==> src/rtl/core/gptc_pkg.sv <==
// ----------------------------------------------------------------------------
// gptc_pkg
// Shared widths, register indexes, reset values and control structs of the
// glow plug timer controller.
// ----------------------------------------------------------------------------
package gptc_pkg;

  // field widths
  localparam int TEMP_W     = 9;
  localparam int RPM_W      = 13;
  localparam int TMIN_W     = 7;
  localparam int MAXS_W     = 8;
  localparam int MULT_W     = 4;
  localparam int TIME_W     = 16;
  localparam int CNT_W      = TIME_W + 1;
  localparam int DIFF_W     = 9;
  localparam int PROD_W     = 17;
  localparam int CFG_IDX_W  = 3;
  localparam int CFG_DATA_W = 13;

  // serial divider: one quotient bit per step
  localparam int DIV_STEPS  = PROD_W;
  localparam int DIV_CNT_W  = $clog2(DIV_STEPS + 1);

  // register indexes
  localparam logic [CFG_IDX_W-1:0] CFG_GLOW_MIN_TEMP    = 3'd0;
  localparam logic [CFG_IDX_W-1:0] CFG_MAX_GLOW_SECONDS = 3'd1;
  localparam logic [CFG_IDX_W-1:0] CFG_COLD_ENGINE_TEMP = 3'd2;
  localparam logic [CFG_IDX_W-1:0] CFG_MIN_RUNNING_RPM  = 3'd3;
  localparam logic [CFG_IDX_W-1:0] CFG_AFTER_START_MULT = 3'd4;

  // register reset values
  localparam logic [TMIN_W-1:0]        RST_GLOW_MIN_TEMP    = 7'd60;
  localparam logic [MAXS_W-1:0]        RST_MAX_GLOW_SECONDS = 8'd30;
  localparam logic signed [TEMP_W-1:0] RST_COLD_ENGINE_TEMP = 9'sd50;
  localparam logic [RPM_W-1:0]         RST_MIN_RUNNING_RPM  = 13'd500;
  localparam logic [MULT_W-1:0]        RST_AFTER_START_MULT = 4'd2;

  // lamp time: divide by 8 at or above this temperature, else by 3
  localparam logic signed [TEMP_W-1:0] LAMP_SHORT_TEMP = 9'sd5;
  localparam int                       LAMP_DIV8_SHIFT = 3;

  // x / 3 == (x * RECIP3) >> RECIP3_SHIFT, exact for any 16 bit x
  localparam int                RECIP3_SHIFT = 17;
  localparam int                RECIP3_PW    = TIME_W + RECIP3_SHIFT;
  localparam logic [TIME_W:0]   RECIP3       = 17'd43691;

  // after-start product width
  localparam int RUN_PW = TIME_W + MULT_W;

  // controller to datapath commands
  typedef struct packed {
    logic load;
    logic eval;
    logic div_start;
    logic time_clear;
    logic time_load;
    logic apply;
    logic tick;
    logic out_load;
  } cmd_t;

  // datapath to controller status
  typedef struct packed {
    logic need_heat;
    logic zero_time;
    logic div_done;
    logic out_free;
  } sts_t;

endpackage

==> src/rtl/core/gptc_if.sv <==
// ----------------------------------------------------------------------------
// gptc_if
// Valid/ready channels of the glow plug timer controller: request items in,
// drive results out.
// ----------------------------------------------------------------------------
interface gptc_req_if;
  logic                                 valid;
  logic                                 ready;
  logic                                 req_type;
  logic signed [gptc_pkg::TEMP_W-1:0]   coolant_temp;
  logic [gptc_pkg::RPM_W-1:0]           engine_rpm;
  logic                                 second_tick;

  modport source (output valid, req_type, coolant_temp, engine_rpm, second_tick,
                  input ready);
  modport sink   (input valid, req_type, coolant_temp, engine_rpm, second_tick,
                  output ready);
endinterface

interface gptc_res_if;
  logic valid;
  logic ready;
  logic plug_on;
  logic lamp_on;
  logic heating;

  modport source (output valid, plug_on, lamp_on, heating, input ready);
  modport sink   (input valid, plug_on, lamp_on, heating, output ready);
endinterface

==> src/rtl/core/gptc_div.sv <==
// ----------------------------------------------------------------------------
// gptc_div
// Restoring serial divider, one quotient bit per cycle, for the heating time
// max_glow_seconds * (tmin - temp) / tmin.
// ----------------------------------------------------------------------------
module gptc_div (
  input  logic                          clk,
  input  logic                          rst,
  input  logic                          start,
  input  logic [gptc_pkg::PROD_W-1:0]   dividend,
  input  logic [gptc_pkg::TMIN_W-1:0]   divisor,
  output logic                          done,
  output logic [gptc_pkg::PROD_W-1:0]   quotient
);
  import gptc_pkg::*;

  logic                  busy;
  logic [DIV_CNT_W-1:0]  cnt;
  logic [TMIN_W-1:0]     rem;
  logic [TMIN_W-1:0]     dvs;
  logic [PROD_W-1:0]     quo;
  logic [TMIN_W:0]       trial;
  logic [TMIN_W:0]       trial_sub;
  logic                  fits;

  // one restoring step
  always_comb begin
    trial     = {rem, quo[PROD_W-1]};
    trial_sub = trial - {1'b0, dvs};
    fits      = (trial >= {1'b0, dvs});
  end

  // control of the iteration
  always_ff @(posedge clk) begin
    if (rst) begin
      busy <= 1'b0;
      done <= 1'b0;
      cnt  <= '0;
    end else begin
      done <= 1'b0;
      if (start) begin
        busy <= 1'b1;
        cnt  <= DIV_CNT_W'(DIV_STEPS);
      end else if (busy) begin
        cnt <= cnt - 1'b1;
        if (cnt == DIV_CNT_W'(1)) begin
          busy <= 1'b0;
          done <= 1'b1;
        end
      end
    end
  end

  // partial remainder and quotient shift register
  always_ff @(posedge clk) begin
    if (start) begin
      rem <= '0;
      dvs <= divisor;
      quo <= dividend;
    end else if (busy) begin
      rem <= fits ? trial_sub[TMIN_W-1:0] : trial[TMIN_W-1:0];
      quo <= {quo[PROD_W-2:0], fits};
    end
  end

  assign quotient = quo;

  a_done_after_busy: assert property (@(posedge clk) disable iff (rst)
    done |-> $past(busy))
    else $error("divider done without a running division");

  a_no_restart: assert property (@(posedge clk) disable iff (rst)
    start |-> !busy)
    else $error("divider started while busy");

endmodule

==> src/rtl/core/gptc_dp.sv <==
// ----------------------------------------------------------------------------
// gptc_dp
// Datapath: configuration registers, latched request, heating time
// arithmetic, the two countdown timers, drive flags and the result register.
// ----------------------------------------------------------------------------
module gptc_dp (
  input  logic                                clk,
  input  logic                                rst,
  input  logic                                cfg_wr_en,
  input  logic [gptc_pkg::CFG_IDX_W-1:0]      cfg_index,
  input  logic [gptc_pkg::CFG_DATA_W-1:0]     cfg_data,
  input  logic                                req_type,
  input  logic signed [gptc_pkg::TEMP_W-1:0]  coolant_temp,
  input  logic [gptc_pkg::RPM_W-1:0]          engine_rpm,
  input  logic                                second_tick,
  output logic                                res_valid,
  input  logic                                res_ready,
  output logic                                plug_on,
  output logic                                lamp_on,
  output logic                                heating,
  input  gptc_pkg::cmd_t                      cmd,
  output gptc_pkg::sts_t                      sts
);
  import gptc_pkg::*;

  // configuration
  logic [TMIN_W-1:0]         glow_min_temp;
  logic [MAXS_W-1:0]         max_glow_seconds;
  logic signed [TEMP_W-1:0]  cold_engine_temp;
  logic [RPM_W-1:0]          min_running_rpm;
  logic [MULT_W-1:0]         after_start_multiplier;

  // latched request
  logic                      item_run;
  logic signed [TEMP_W-1:0]  item_temp;
  logic [RPM_W-1:0]          item_rpm;
  logic                      item_tick;

  // controller state
  logic signed [CNT_W-1:0]   heat_left;
  logic signed [CNT_W-1:0]   lamp_left;
  logic                      warm;
  logic                      plug_drv;
  logic                      lamp_drv;
  logic [TIME_W-1:0]         htime;

  // arithmetic
  logic signed [TEMP_W:0]    temp_ext;
  logic signed [TEMP_W:0]    tmin_ext;
  logic signed [TEMP_W:0]    diff_wide;
  logic [DIFF_W-1:0]         diff;
  logic [PROD_W-1:0]         prod;
  logic                      warm_new;
  logic                      div_done;
  logic [PROD_W-1:0]         quo;
  logic [RUN_PW-1:0]         run_prod;
  logic [TIME_W-1:0]         run_sat;
  logic [RECIP3_PW-1:0]      lamp3_prod;
  logic [TIME_W-1:0]         lamp_time;
  logic                      htime_nz;

  // configuration writes
  always_ff @(posedge clk) begin
    if (rst) begin
      glow_min_temp          <= RST_GLOW_MIN_TEMP;
      max_glow_seconds       <= RST_MAX_GLOW_SECONDS;
      cold_engine_temp       <= RST_COLD_ENGINE_TEMP;
      min_running_rpm        <= RST_MIN_RUNNING_RPM;
      after_start_multiplier <= RST_AFTER_START_MULT;
    end else if (cfg_wr_en) begin
      case (cfg_index)
        CFG_GLOW_MIN_TEMP:    glow_min_temp          <= cfg_data[TMIN_W-1:0];
        CFG_MAX_GLOW_SECONDS: max_glow_seconds       <= cfg_data[MAXS_W-1:0];
        CFG_COLD_ENGINE_TEMP: cold_engine_temp       <= $signed(cfg_data[TEMP_W-1:0]);
        CFG_MIN_RUNNING_RPM:  min_running_rpm        <= cfg_data[RPM_W-1:0];
        CFG_AFTER_START_MULT: after_start_multiplier <= cfg_data[MULT_W-1:0];
        default: ;
      endcase
    end
  end

  // request latch
  always_ff @(posedge clk) begin
    if (cmd.load) begin
      item_run  <= req_type;
      item_temp <= coolant_temp;
      item_rpm  <= engine_rpm;
      item_tick <= second_tick;
    end
  end

  // heating time operands and decisions
  always_comb begin
    temp_ext  = {item_temp[TEMP_W-1], item_temp};
    tmin_ext  = $signed({3'b000, glow_min_temp});
    diff_wide = tmin_ext - temp_ext;
    diff      = diff_wide[DIFF_W-1:0];
    prod      = PROD_W'(max_glow_seconds) * PROD_W'(diff);
    warm_new  = warm | (item_run & (item_temp > cold_engine_temp));
    sts.need_heat = !item_run || (!warm_new && (item_rpm > min_running_rpm));
    sts.zero_time = (glow_min_temp == '0) || (temp_ext >= tmin_ext);
    sts.div_done  = div_done;
    sts.out_free  = !res_valid || res_ready;
  end

  gptc_div u_div (
    .clk      (clk),
    .rst      (rst),
    .start    (cmd.div_start),
    .dividend (prod),
    .divisor  (glow_min_temp),
    .done     (div_done),
    .quotient (quo)
  );

  // saturated heating time
  always_ff @(posedge clk) begin
    if (cmd.time_clear) begin
      htime <= '0;
    end else if (cmd.time_load) begin
      htime <= quo[PROD_W-1] ? '1 : quo[TIME_W-1:0];
    end
  end

  // after-start scaling and lamp time
  always_comb begin
    htime_nz   = |htime;
    run_prod   = RUN_PW'(htime) * RUN_PW'(after_start_multiplier);
    run_sat    = (|run_prod[RUN_PW-1:TIME_W]) ? '1 : run_prod[TIME_W-1:0];
    lamp3_prod = RECIP3_PW'(htime) * RECIP3_PW'(RECIP3);
    if (item_temp >= LAMP_SHORT_TEMP) begin
      lamp_time = htime >> LAMP_DIV8_SHIFT;
    end else begin
      lamp_time = lamp3_prod[RECIP3_PW-1:RECIP3_SHIFT];
    end
  end

  // timers and drive flags
  always_ff @(posedge clk) begin
    if (rst) begin
      heat_left <= '0;
      lamp_left <= '0;
      warm      <= 1'b0;
      plug_drv  <= 1'b0;
      lamp_drv  <= 1'b0;
    end else begin
      if (cmd.eval) begin
        warm <= warm_new;
      end
      if (cmd.apply) begin
        if (item_run) begin
          heat_left <= $signed({1'b0, run_sat});
          if (htime_nz) begin
            plug_drv <= 1'b1;
            warm     <= 1'b1;
          end
        end else begin
          heat_left <= $signed({1'b0, htime});
          if (htime_nz) begin
            plug_drv  <= 1'b1;
            lamp_drv  <= 1'b1;
            lamp_left <= $signed({1'b0, lamp_time});
          end
        end
      end
      // one-second countdown, timers park at -1
      if (cmd.tick && item_run && item_tick && !heat_left[CNT_W-1]) begin
        if (heat_left == '0) begin
          plug_drv <= 1'b0;
        end
        heat_left <= heat_left - 17'sd1;
        if (!lamp_left[CNT_W-1]) begin
          if (lamp_left == '0) begin
            lamp_drv <= 1'b0;
          end
          lamp_left <= lamp_left - 17'sd1;
        end
      end
    end
  end

  // result register
  always_ff @(posedge clk) begin
    if (rst) begin
      res_valid <= 1'b0;
    end else if (cmd.out_load) begin
      res_valid <= 1'b1;
    end else if (res_ready) begin
      res_valid <= 1'b0;
    end
  end

  always_ff @(posedge clk) begin
    if (cmd.out_load) begin
      plug_on <= plug_drv;
      lamp_on <= lamp_drv;
      heating <= !heat_left[CNT_W-1] && (|heat_left[CNT_W-2:0]);
    end
  end

  a_heat_park: assert property (@(posedge clk) disable iff (rst)
    heat_left[CNT_W-1] |-> (heat_left == -17'sd1))
    else $error("heat timer below its parking value");

  a_lamp_park: assert property (@(posedge clk) disable iff (rst)
    lamp_left[CNT_W-1] |-> (lamp_left == -17'sd1))
    else $error("lamp timer below its parking value");

  a_heat_needs_plug: assert property (@(posedge clk) disable iff (rst)
    (!heat_left[CNT_W-1] && (|heat_left[CNT_W-2:0])) |-> plug_drv)
    else $error("heating time left with the plug switched off");

endmodule

==> src/rtl/core/gptc_ctrl.sv <==
// ----------------------------------------------------------------------------
// gptc_ctrl
// Sequencer: accepts one request, steps the datapath through evaluation,
// division (skipped for a zero heating time) and update when heating is
// needed, then countdown, and hands the result to the output register.
// ----------------------------------------------------------------------------
module gptc_ctrl (
  input  logic            clk,
  input  logic            rst,
  input  logic            in_valid,
  output logic            in_ready,
  input  gptc_pkg::sts_t  sts,
  output gptc_pkg::cmd_t  cmd
);
  import gptc_pkg::*;

  localparam logic [2:0] ST_IDLE  = 3'd0;
  localparam logic [2:0] ST_EVAL  = 3'd1;
  localparam logic [2:0] ST_DIV   = 3'd2;
  localparam logic [2:0] ST_APPLY = 3'd3;
  localparam logic [2:0] ST_TICK  = 3'd4;
  localparam logic [2:0] ST_DONE  = 3'd5;

  logic [2:0] state;
  logic [2:0] state_next;

  // next state and command decode
  always_comb begin
    cmd        = '0;
    state_next = state;
    in_ready   = (state == ST_IDLE);
    case (state)
      ST_IDLE: begin
        if (in_valid) begin
          cmd.load   = 1'b1;
          state_next = ST_EVAL;
        end
      end
      ST_EVAL: begin
        cmd.eval = 1'b1;
        if (!sts.need_heat) begin
          state_next = ST_TICK;
        end else if (sts.zero_time) begin
          cmd.time_clear = 1'b1;
          state_next     = ST_APPLY;
        end else begin
          cmd.div_start = 1'b1;
          state_next    = ST_DIV;
        end
      end
      ST_DIV: begin
        if (sts.div_done) begin
          cmd.time_load = 1'b1;
          state_next    = ST_APPLY;
        end
      end
      ST_APPLY: begin
        cmd.apply  = 1'b1;
        state_next = ST_TICK;
      end
      ST_TICK: begin
        cmd.tick   = 1'b1;
        state_next = ST_DONE;
      end
      ST_DONE: begin
        if (sts.out_free) begin
          cmd.out_load = 1'b1;
          state_next   = ST_IDLE;
        end
      end
      default: begin
        state_next = ST_IDLE;
      end
    endcase
  end

  // state register
  always_ff @(posedge clk) begin
    if (rst) begin
      state <= ST_IDLE;
    end else begin
      state <= state_next;
    end
  end

endmodule

==> src/rtl/core/glow_plug_timer_controller_top.sv <==
// ----------------------------------------------------------------------------
// glow_plug_timer_controller_top
// Glow plug and lamp timing for a diesel engine.
//
// Channels: req carries one beat per engine event (start or run step with
// coolant temperature, rpm and a one-second tick); res returns one beat per
// request with the plug drive, lamp drive and heating flag after that event.
// Configuration is written through cfg_wr_en / cfg_index / cfg_data; the
// user must do so only while no request is in flight, which the block
// itself does not enforce. One request is worked at a time: it is
// evaluated; a start, or a run step that arms after-start heating, below a
// non-zero minimum temperature then runs the 17-step serial divider, one at
// or above that temperature or with a zero minimum skips it; both then take
// the update. Any other run step skips divider and update. Every request
// then takes the countdown step and the result load. The next request is
// accepted at the same edge at which the result beat can first be taken,
// even if the result is still waiting on res.ready. A stalled res holds its
// beat and the sequencer waits before loading the next result. Reset (rst,
// synchronous) restores the default registers, clears both timers, the warm
// flag and both drives, and empties res.
// ----------------------------------------------------------------------------
module glow_plug_timer_controller_top (
  input  logic                              clk,
  input  logic                              rst,
  input  logic                              cfg_wr_en,
  input  logic [gptc_pkg::CFG_IDX_W-1:0]    cfg_index,
  input  logic [gptc_pkg::CFG_DATA_W-1:0]   cfg_data,
  gptc_req_if.sink                          req,
  gptc_res_if.source                        res
);
  import gptc_pkg::*;

  cmd_t cmd;
  sts_t sts;
  logic in_ready;

  assign req.ready = in_ready;

  // sequencer
  gptc_ctrl u_ctrl (
    .clk      (clk),
    .rst      (rst),
    .in_valid (req.valid),
    .in_ready (in_ready),
    .sts      (sts),
    .cmd      (cmd)
  );

  // datapath
  gptc_dp u_dp (
    .clk          (clk),
    .rst          (rst),
    .cfg_wr_en    (cfg_wr_en),
    .cfg_index    (cfg_index),
    .cfg_data     (cfg_data),
    .req_type     (req.req_type),
    .coolant_temp (req.coolant_temp),
    .engine_rpm   (req.engine_rpm),
    .second_tick  (req.second_tick),
    .res_valid    (res.valid),
    .res_ready    (res.ready),
    .plug_on      (res.plug_on),
    .lamp_on      (res.lamp_on),
    .heating      (res.heating),
    .cmd          (cmd),
    .sts          (sts)
  );

endmodule

==> src/flat_wrapper.sv <==
// flat-port wrapper written by rule: the top's interface ports become plain ports
module glow_plug_timer_controller_top_flat import gptc_pkg::*;
  (clk, rst, cfg_wr_en, cfg_index, cfg_data, req_valid, req_req_type, req_coolant_temp, req_engine_rpm, req_second_tick, req_ready, res_valid, res_plug_on, res_lamp_on, res_heating, res_ready);
  gptc_req_if req_i ();
  gptc_res_if res_i ();
  input  logic clk;
  input  logic rst;
  input  logic cfg_wr_en;
  input  logic [gptc_pkg::CFG_IDX_W-1:0] cfg_index;
  input  logic [gptc_pkg::CFG_DATA_W-1:0] cfg_data;
  input wire logic [$bits(req_i.valid)-1:0] req_valid;
  input wire logic [$bits(req_i.req_type)-1:0] req_req_type;
  input wire logic [$bits(req_i.coolant_temp)-1:0] req_coolant_temp;
  input wire logic [$bits(req_i.engine_rpm)-1:0] req_engine_rpm;
  input wire logic [$bits(req_i.second_tick)-1:0] req_second_tick;
  output wire logic [$bits(req_i.ready)-1:0] req_ready;
  output wire logic [$bits(res_i.valid)-1:0] res_valid;
  output wire logic [$bits(res_i.plug_on)-1:0] res_plug_on;
  output wire logic [$bits(res_i.lamp_on)-1:0] res_lamp_on;
  output wire logic [$bits(res_i.heating)-1:0] res_heating;
  input wire logic [$bits(res_i.ready)-1:0] res_ready;
  assign req_i.valid = req_valid;
  assign req_i.req_type = req_req_type;
  assign req_i.coolant_temp = req_coolant_temp;
  assign req_i.engine_rpm = req_engine_rpm;
  assign req_i.second_tick = req_second_tick;
  assign req_ready = req_i.ready;
  assign res_valid = res_i.valid;
  assign res_plug_on = res_i.plug_on;
  assign res_lamp_on = res_i.lamp_on;
  assign res_heating = res_i.heating;
  assign res_i.ready = res_ready;
  glow_plug_timer_controller_top u_core (.clk(clk), .rst(rst), .cfg_wr_en(cfg_wr_en), .cfg_index(cfg_index), .cfg_data(cfg_data), .req(req_i), .res(res_i));
endmodule
==> config.mk <==
export PLATFORM = sky130hd
export DESIGN_NAME = glow_plug_timer_controller_top_flat
export DESIGN_NICKNAME = d
export VERILOG_FILES = /design/src/rtl/core/gptc_pkg.sv /design/src/rtl/core/gptc_if.sv /design/src/rtl/core/gptc_div.sv /design/src/rtl/core/gptc_dp.sv /design/src/rtl/core/gptc_ctrl.sv /design/src/rtl/core/glow_plug_timer_controller_top.sv /design/src/flat_wrapper.sv
export SDC_FILE = /design/constraint.sdc
export NUM_CORES = 1
export LEC_CHECK = 0
export BUFFER_PORTS_ARGS = -buffer_cell sky130_fd_sc_hd__buf_2
export CAP_MARGIN = 5
export CORE_ASPECT_RATIO = 1.1
export CORE_MARGIN = 2
export CORE_UTILIZATION = 40
export DETAILED_ROUTE_END_ITERATION = 10
export PLACE_DENSITY_LB_ADDON = 0.1
export SYNTH_ARGS = -nofsm -noshare
export SYNTH_HDL_FRONTEND = slang
export SYNTH_SLANG_ARGS = --single-unit
==> constraint.sdc <==
create_clock -name clk -period 7.98 [get_ports clk]
set_input_delay 1.197 -clock clk [delete_from_list [all_inputs] [get_ports clk]]
set_output_delay 1.197 -clock clk [all_outputs]
set_load 0.02 [all_outputs]
* Word-level counts from Yosys, hierarchy flattened
Cells that the tools add are included.
** Cells by class
- $add $sub $neg :: 5
- Multipliers :: 3
- $lt $le $gt $ge :: 5
- Equality and inequality tests :: 13
- Muxes and demuxes :: 54
- Bitwise operators :: 3
- Reduce and logical (&&, ||, !) cells :: 31
** Operators by type and width (number)
- two-way mux 17 bit :: 9
- two-way mux 16 bit :: 3
- logical NOT 17 bit :: 2
- subtractor 17 x 2 -> 17 bit (second input constant) :: 2
- multiplier 16 x 16 -> 32 bit (second input constant) :: 1
- OR reduction 16 bit :: 2
- two-way mux 1 bit :: 31
- multiplier 16 x 4 -> 20 bit :: 1
- one-hot mux 3 bit (6 select lines) :: 1
- multiplier 8 x 9 -> 17 bit :: 1
- two-way mux 15 bit :: 1
- two-way mux 3 bit :: 5
- > comparator 13 bit :: 1
- == test 3 x 2 -> 1 bit (second input constant) :: 4
- two-way mux 5 bit :: 2
- AND reduction 2 bit :: 5
- == test 3 bit (second input constant) :: 3
- greater-or-equal comparator 9 x 4 -> 1 bit (second input constant) :: 1
- greater-or-equal comparator 9 x 8 -> 1 bit :: 1
- > comparator 9 bit :: 1
- subtractor 8 x 9 -> 9 bit :: 1
- greater-or-equal comparator 8 x 7 -> 1 bit :: 1
- logical NOT 7 bit :: 1
- two-way mux 7 bit :: 1
- 19 further kinds :: 33
** Storage, ports and cells
- Bits in registers :: 163
- Bits of input ports :: 45
- Output and inout bits :: 5
- Word-level logic and storage cells :: 141

* Logic depth before layout (Yosys ltp)
- Word-level depth :: 12
- Gate-level depth with buffers :: 28
- Gate-level depth less buffers :: 28

* Hierarchy
From an unflattened synthesis, not the netlist that was laid out.
** Second synthesis, totals
- Cell total of the unflattened synthesis :: 1953
- Area, all modules :: 17161.5 µm²
** By module, submodules not included
- gptc_dp :: instances 1, cells an instance 1748, area each 14903.0 µm², seq. area each 2712.6 µm²
- gptc_div :: instances 1, cells an instance 172, area each 2019.4 µm², seq. area each 1001.0 µm²
- gptc_ctrl :: instances 1, cells an instance 33, area each 239.0 µm², seq. area each 60.1 µm²

* Worst setup path after synthesis
Ideal clock, no wire load.
- Path type :: reg-to-reg
- Start :: register u_core.u_dp.glow_min_temp[0]
- End :: register u_core.u_dp.u_div.quo[16] (netlist: u_core.u_dp.u_div.quotient[16]), data pin
- Setup time :: 0.260 ns
- Data arrival time :: 5.715 ns
- Required time :: 7.720 ns
- Setup slack :: 2.005 ns
- Stages on the path, launching flop included :: 26
- Path buffers :: 0
- Clock period less this slack :: 5.975 ns
- Cells stage by stage :: dfxtp_1 inv_1 ha_1 inv_1 fa_1 nand2_1 nand2_1 a21oi_1 nor2_1 a211oi_1 nor2_1 xnor2_1 nand2_1 fa_1 fa_1 fa_1 fa_1 inv_1 ha_1 and3_1 a311oi_1 o21bai_1 a21oi_1 o21ai_0 xnor2_1 mux2_2
** On the way
- Word-level cells in the longest chain between the ends :: 6
- Elaborated cells on any way between the ends :: 9
- Classes of those cells :: add/sub: 1; mul: 1; order compare: 1; mux: 4; reduce/logical: 2
** RTL lines
- from (decl) :: RTL line gptc_dp.sv:27 : logic [TMIN_W-1:0] glow_min_temp;
- from (signal assigned) :: RTL line gptc_dp.sv:72 : CFG_GLOW_MIN_TEMP: glow_min_temp <= cfg_data[TMIN_W-1:0];
- branches (longest 5 deep; another with multiplier 8 x 9 -> 17 bit)
- two-way mux 17 bit (*) :: RTL line gptc_div.sv:56 : if (start) begin
- to (signal assigned) :: RTL line gptc_div.sv:59 : quo <= dividend;
- to (signal assigned) :: RTL line gptc_div.sv:62 : quo <= {quo[PROD_W-2:0], fits};
- to (decl) :: RTL line gptc_div.sv:21 : logic [PROD_W-1:0] quo;
Mark *: on every way between the ends.
A chain may end at the register's enable or synchronous reset.

* Worst setup path in the final report
- Start :: register u_core.u_dp.item_temp[1]
- End :: register u_core.u_dp.u_div.quo[16] (netlist: u_core.u_dp.u_div.quotient[16]), data pin
** On the way
- Word-level cells in the longest chain between the ends :: 9
- Elaborated cells on any way between the ends :: 14
- Classes of those cells :: add/sub: 1; mul: 1; order compare: 2; mux: 4; bitwise: 2; reduce/logical: 4
** RTL lines
- from (decl) :: RTL line gptc_dp.sv:35 : logic signed [TEMP_W-1:0] item_temp;
- from (signal assigned) :: RTL line gptc_dp.sv:86 : item_temp <= coolant_temp;
- branches (longest 8 deep; another with multiplier 8 x 9 -> 17 bit)
- two-way mux 17 bit (*) :: RTL line gptc_div.sv:56
Marked as above.

==> flow_summary.toml <==
[die]
fp.dieArea_um2 = 44350
core_region_area_um2 = 42210
ios = 50
die_y_um = 220.7
die-width_um = 201.0
row_count = 79
initial_core_util_pct = 40.45

[routing]
postRouteAntennaNets = 0
routedWlPerCell_um = 16.75
viasPerCell = 5.157
drc = 0
drt_pass1_iterations = 4
wl_um = 42430
drt_iter0_markers = 532
vias = 13063

[global_route]
antenna_found_initial = 0
grt_max_degree = 70
overflow = 0
grt_pass1_wl_um = 69970
first_global_vias = 13539
grt_use_total_pct = 19.87

[clock_network]
clock_latency_ns = 0.45
cts_resized = 0
post_cts_buffers = 0
tritoncts = "yes"
cts.clk_slew.worst_paths_ns = 0.07
clockBufferDepth = 2
cts_buffers = 17
holdBufCountCts = 0
cts_htree_levels = 4
clkSinkCount = 163
clock-root-buffer = "clkbuf_16"

[timing]
rsz0062_at_grt = "no"
tightest_slew_ns = 1.162
fin_worst_skew_ns = 0.01600
setup-tns-final_ns = 0
hold_viol = 0
fmax_ghz = 0.1540
fin_hold_ws_ns = 0.4564
setup_viol = 0
final_max_slew_viol_count = 0
final.min_clock_period_ns = 6.493
slew-limit-headroom_pct = 22.51
post-route-period-util_pct = 81.36

[pwr]
leakage_nw = 8.852
power_density_nw_per_um2 = 226.0
power_mw = 4.174
ir_drop_uv = 202.6

[status]
outcome = "completed"

[logic_synthesis]
synthFlopType = "dfxtp_1"
synth_edf_count = 51
ys_types = 76
seq_area_frac_synth_pct = 22.10
post_synth.cell_area_avg_um2 = 8.806
ys_ff_latch = 163
syn-num-nets = 2362
ys_warn_count = 0
async_flop_share_pct = 0
syn_inst = 1939
syn-cell-area_um2 = 17070

[run]
maxCapViolCount = 0

[critical_path]
crit_fanout = 8
crit_path_end_kind = "flop"
crit_type = "reg -> reg"
arrival_ns = 6.68
startpoint_type = "flop"
critPathRequiredTime_ns = 8.17

[cells_and_area]
fill_cells = 4279
multi_input_area_um2 = 11790
antenna_cells = 0
ff_latch_area_um2 = 3774
post-route-util_pct = 43.76
layout-drive-gt1-share_pct = 7.019
area_growth_pct = 8.163
final_nets = 2376

[placement]
gp_routability_congestion = 0.8625
port_buffers = 49
dp_hpwl_um = 34070

[hold_path]
hold_path.class = "reg -> reg"
[sequential cells by signal, summed over array words and instances (netlist names), 9 cells and up]
register	count
u_core.u_dp.htime	16
u_core.u_dp.item_rpm	13
u_core.u_dp.cold_engine_temp	9
u_core.u_dp.heat_left	17
u_core.u_dp.lamp_left	17
u_core.u_dp.item_temp	9
u_core.u_dp.min_running_rpm	13
u_core.u_dp.u_div.quotient	17
[metal layers]
metal | global-route usage (%) | share of wire [%]
met1 | 24.35 | 45
met2 | 36.67 | 50
met3 | 1.856 | 1.8
met4 | 6.741 | 2.4
met5 | 0 | 0
[cells by family after synthesis]
family	synth area share, %
simple gates	16.49
buf+inv	8.904
fa+ha+maj	34.21
compound gates	12.94
flops	22.10
xor+xnor	3.488
mux	1.869
[worst max-delay path: stages (launching register included)]
cell and delay, ns:
edfxtp_1 0.42, inv_1 0.13, ha_1 0.25, nor2b_1 0.14
o21ai_0 0.19, a21boi_0 0.15, o21ai_0 0.28, a21oi_1 0.13
xnor2_1 0.54, nand2_1 0.16, fa_1 0.56, fa_1 0.44
fa_1 0.52, fa_1 0.54, inv_1 0.04, ha_1 0.35
and3_1 0.19, a311oi_1 0.38, o21bai_1 0.11, a21oi_1 0.21
o21ai_0 0.14, xnor2_1 0.14, mux2_2 0.26
[Yosys cell counts, types with 21 or more instances]
cell type	n	area, µm²
a211oi_1	30	225.2
a21oi_1	106	530.5
a31oi_1	21	131.4
and2_1	63	394.1
clkbuf_1	59	221.5
dfxtp_1	112	2242
edfxtp_1	51	1531
fa_1	148	2963
ha_1	230	2878
inv_1	325	1220
nand2_1	190	713.2
nand2b_1	21	131.4
nor2_1	122	457.9
nor2b_1	25	156.4
nor3_1	36	180.2
o21ai_0	57	285.3
xnor2_1	39	341.6
xor2_1	29	254.0
[placed cells by master, fill, tap and decap left out, types with 18 or more instances in the layout]
cell       instances
ha_1             230
dfxtp_1          112
nand2_1          190
a31oi_1           21
clkbuf_16         18
nor2_1           121
a21oi_1          106
nor3_1            35
xnor2_1           39
fa_1             148
nand2b_1          21
o21ai_0           57
a211oi_1          30
edfxtp_1          51
nor2b_1           25
buf_2             48
and2_1            63
xor2_1            29
inv_1            325
nand3_1           20
[power breakdown]
part / internal [mW] / switching [mW]
combinational: 0.983 / 1.31
clock: 0.439 / 0.407
sequential: 0.944 / 0.0906
[path summary, 6_finish.rpt]
kind / from / endpoint / slack [ns] / cells after the start
setup reg to reg: u_core.u_dp.item_temp[1]$_DFFE_PP_ / u_core.u_dp.u_div.quotient[16]$_DFFE_PP_ / 1.49 / 22
setup / recovery: u_core.u_dp.item_temp[1]$_DFFE_PP_ / u_core.u_dp.u_div.quotient[16]$_DFFE_PP_ / 1.49 / 22
hold reg to reg: u_core.u_dp.cold_engine_temp[6]$_SDFFE_PP0P_ / u_core.u_dp.cold_engine_temp[6]$_SDFFE_PP0P_ / 0.46 / 2
hold / removal: u_core.u_dp.cold_engine_temp[6]$_SDFFE_PP0P_ / u_core.u_dp.cold_engine_temp[6]$_SDFFE_PP0P_ / 0.46 / 2
[final cells by class]
| cell class | instances | area share, % |
|---|---|---|
| tap | 567 | 3.841 |
| timing repair buffer | 65 | 1.992 |
| multi-input combinational | 1381 | 63.83 |
| clock inverter | 14 | 0.8604 |
| clock buffer | 18 | 2.439 |
| inverter | 325 | 6.606 |
| sequential | 163 | 20.43 |
[metrics by stage]
stage / setup WS, ns / cell area (µm²) / instances
finish: 1.487 / 18470 / 2533
global route: 1.008 / 18470 / 2533
CTS: 1.414 / 18470 / 2533
detailed placement: 1.438 / 17860 / 2501
global placement: 1.634 / 17860 / 2501
floorplan: 2.005 / 17070 / 1939
Power figures use the tool's default switching activity.
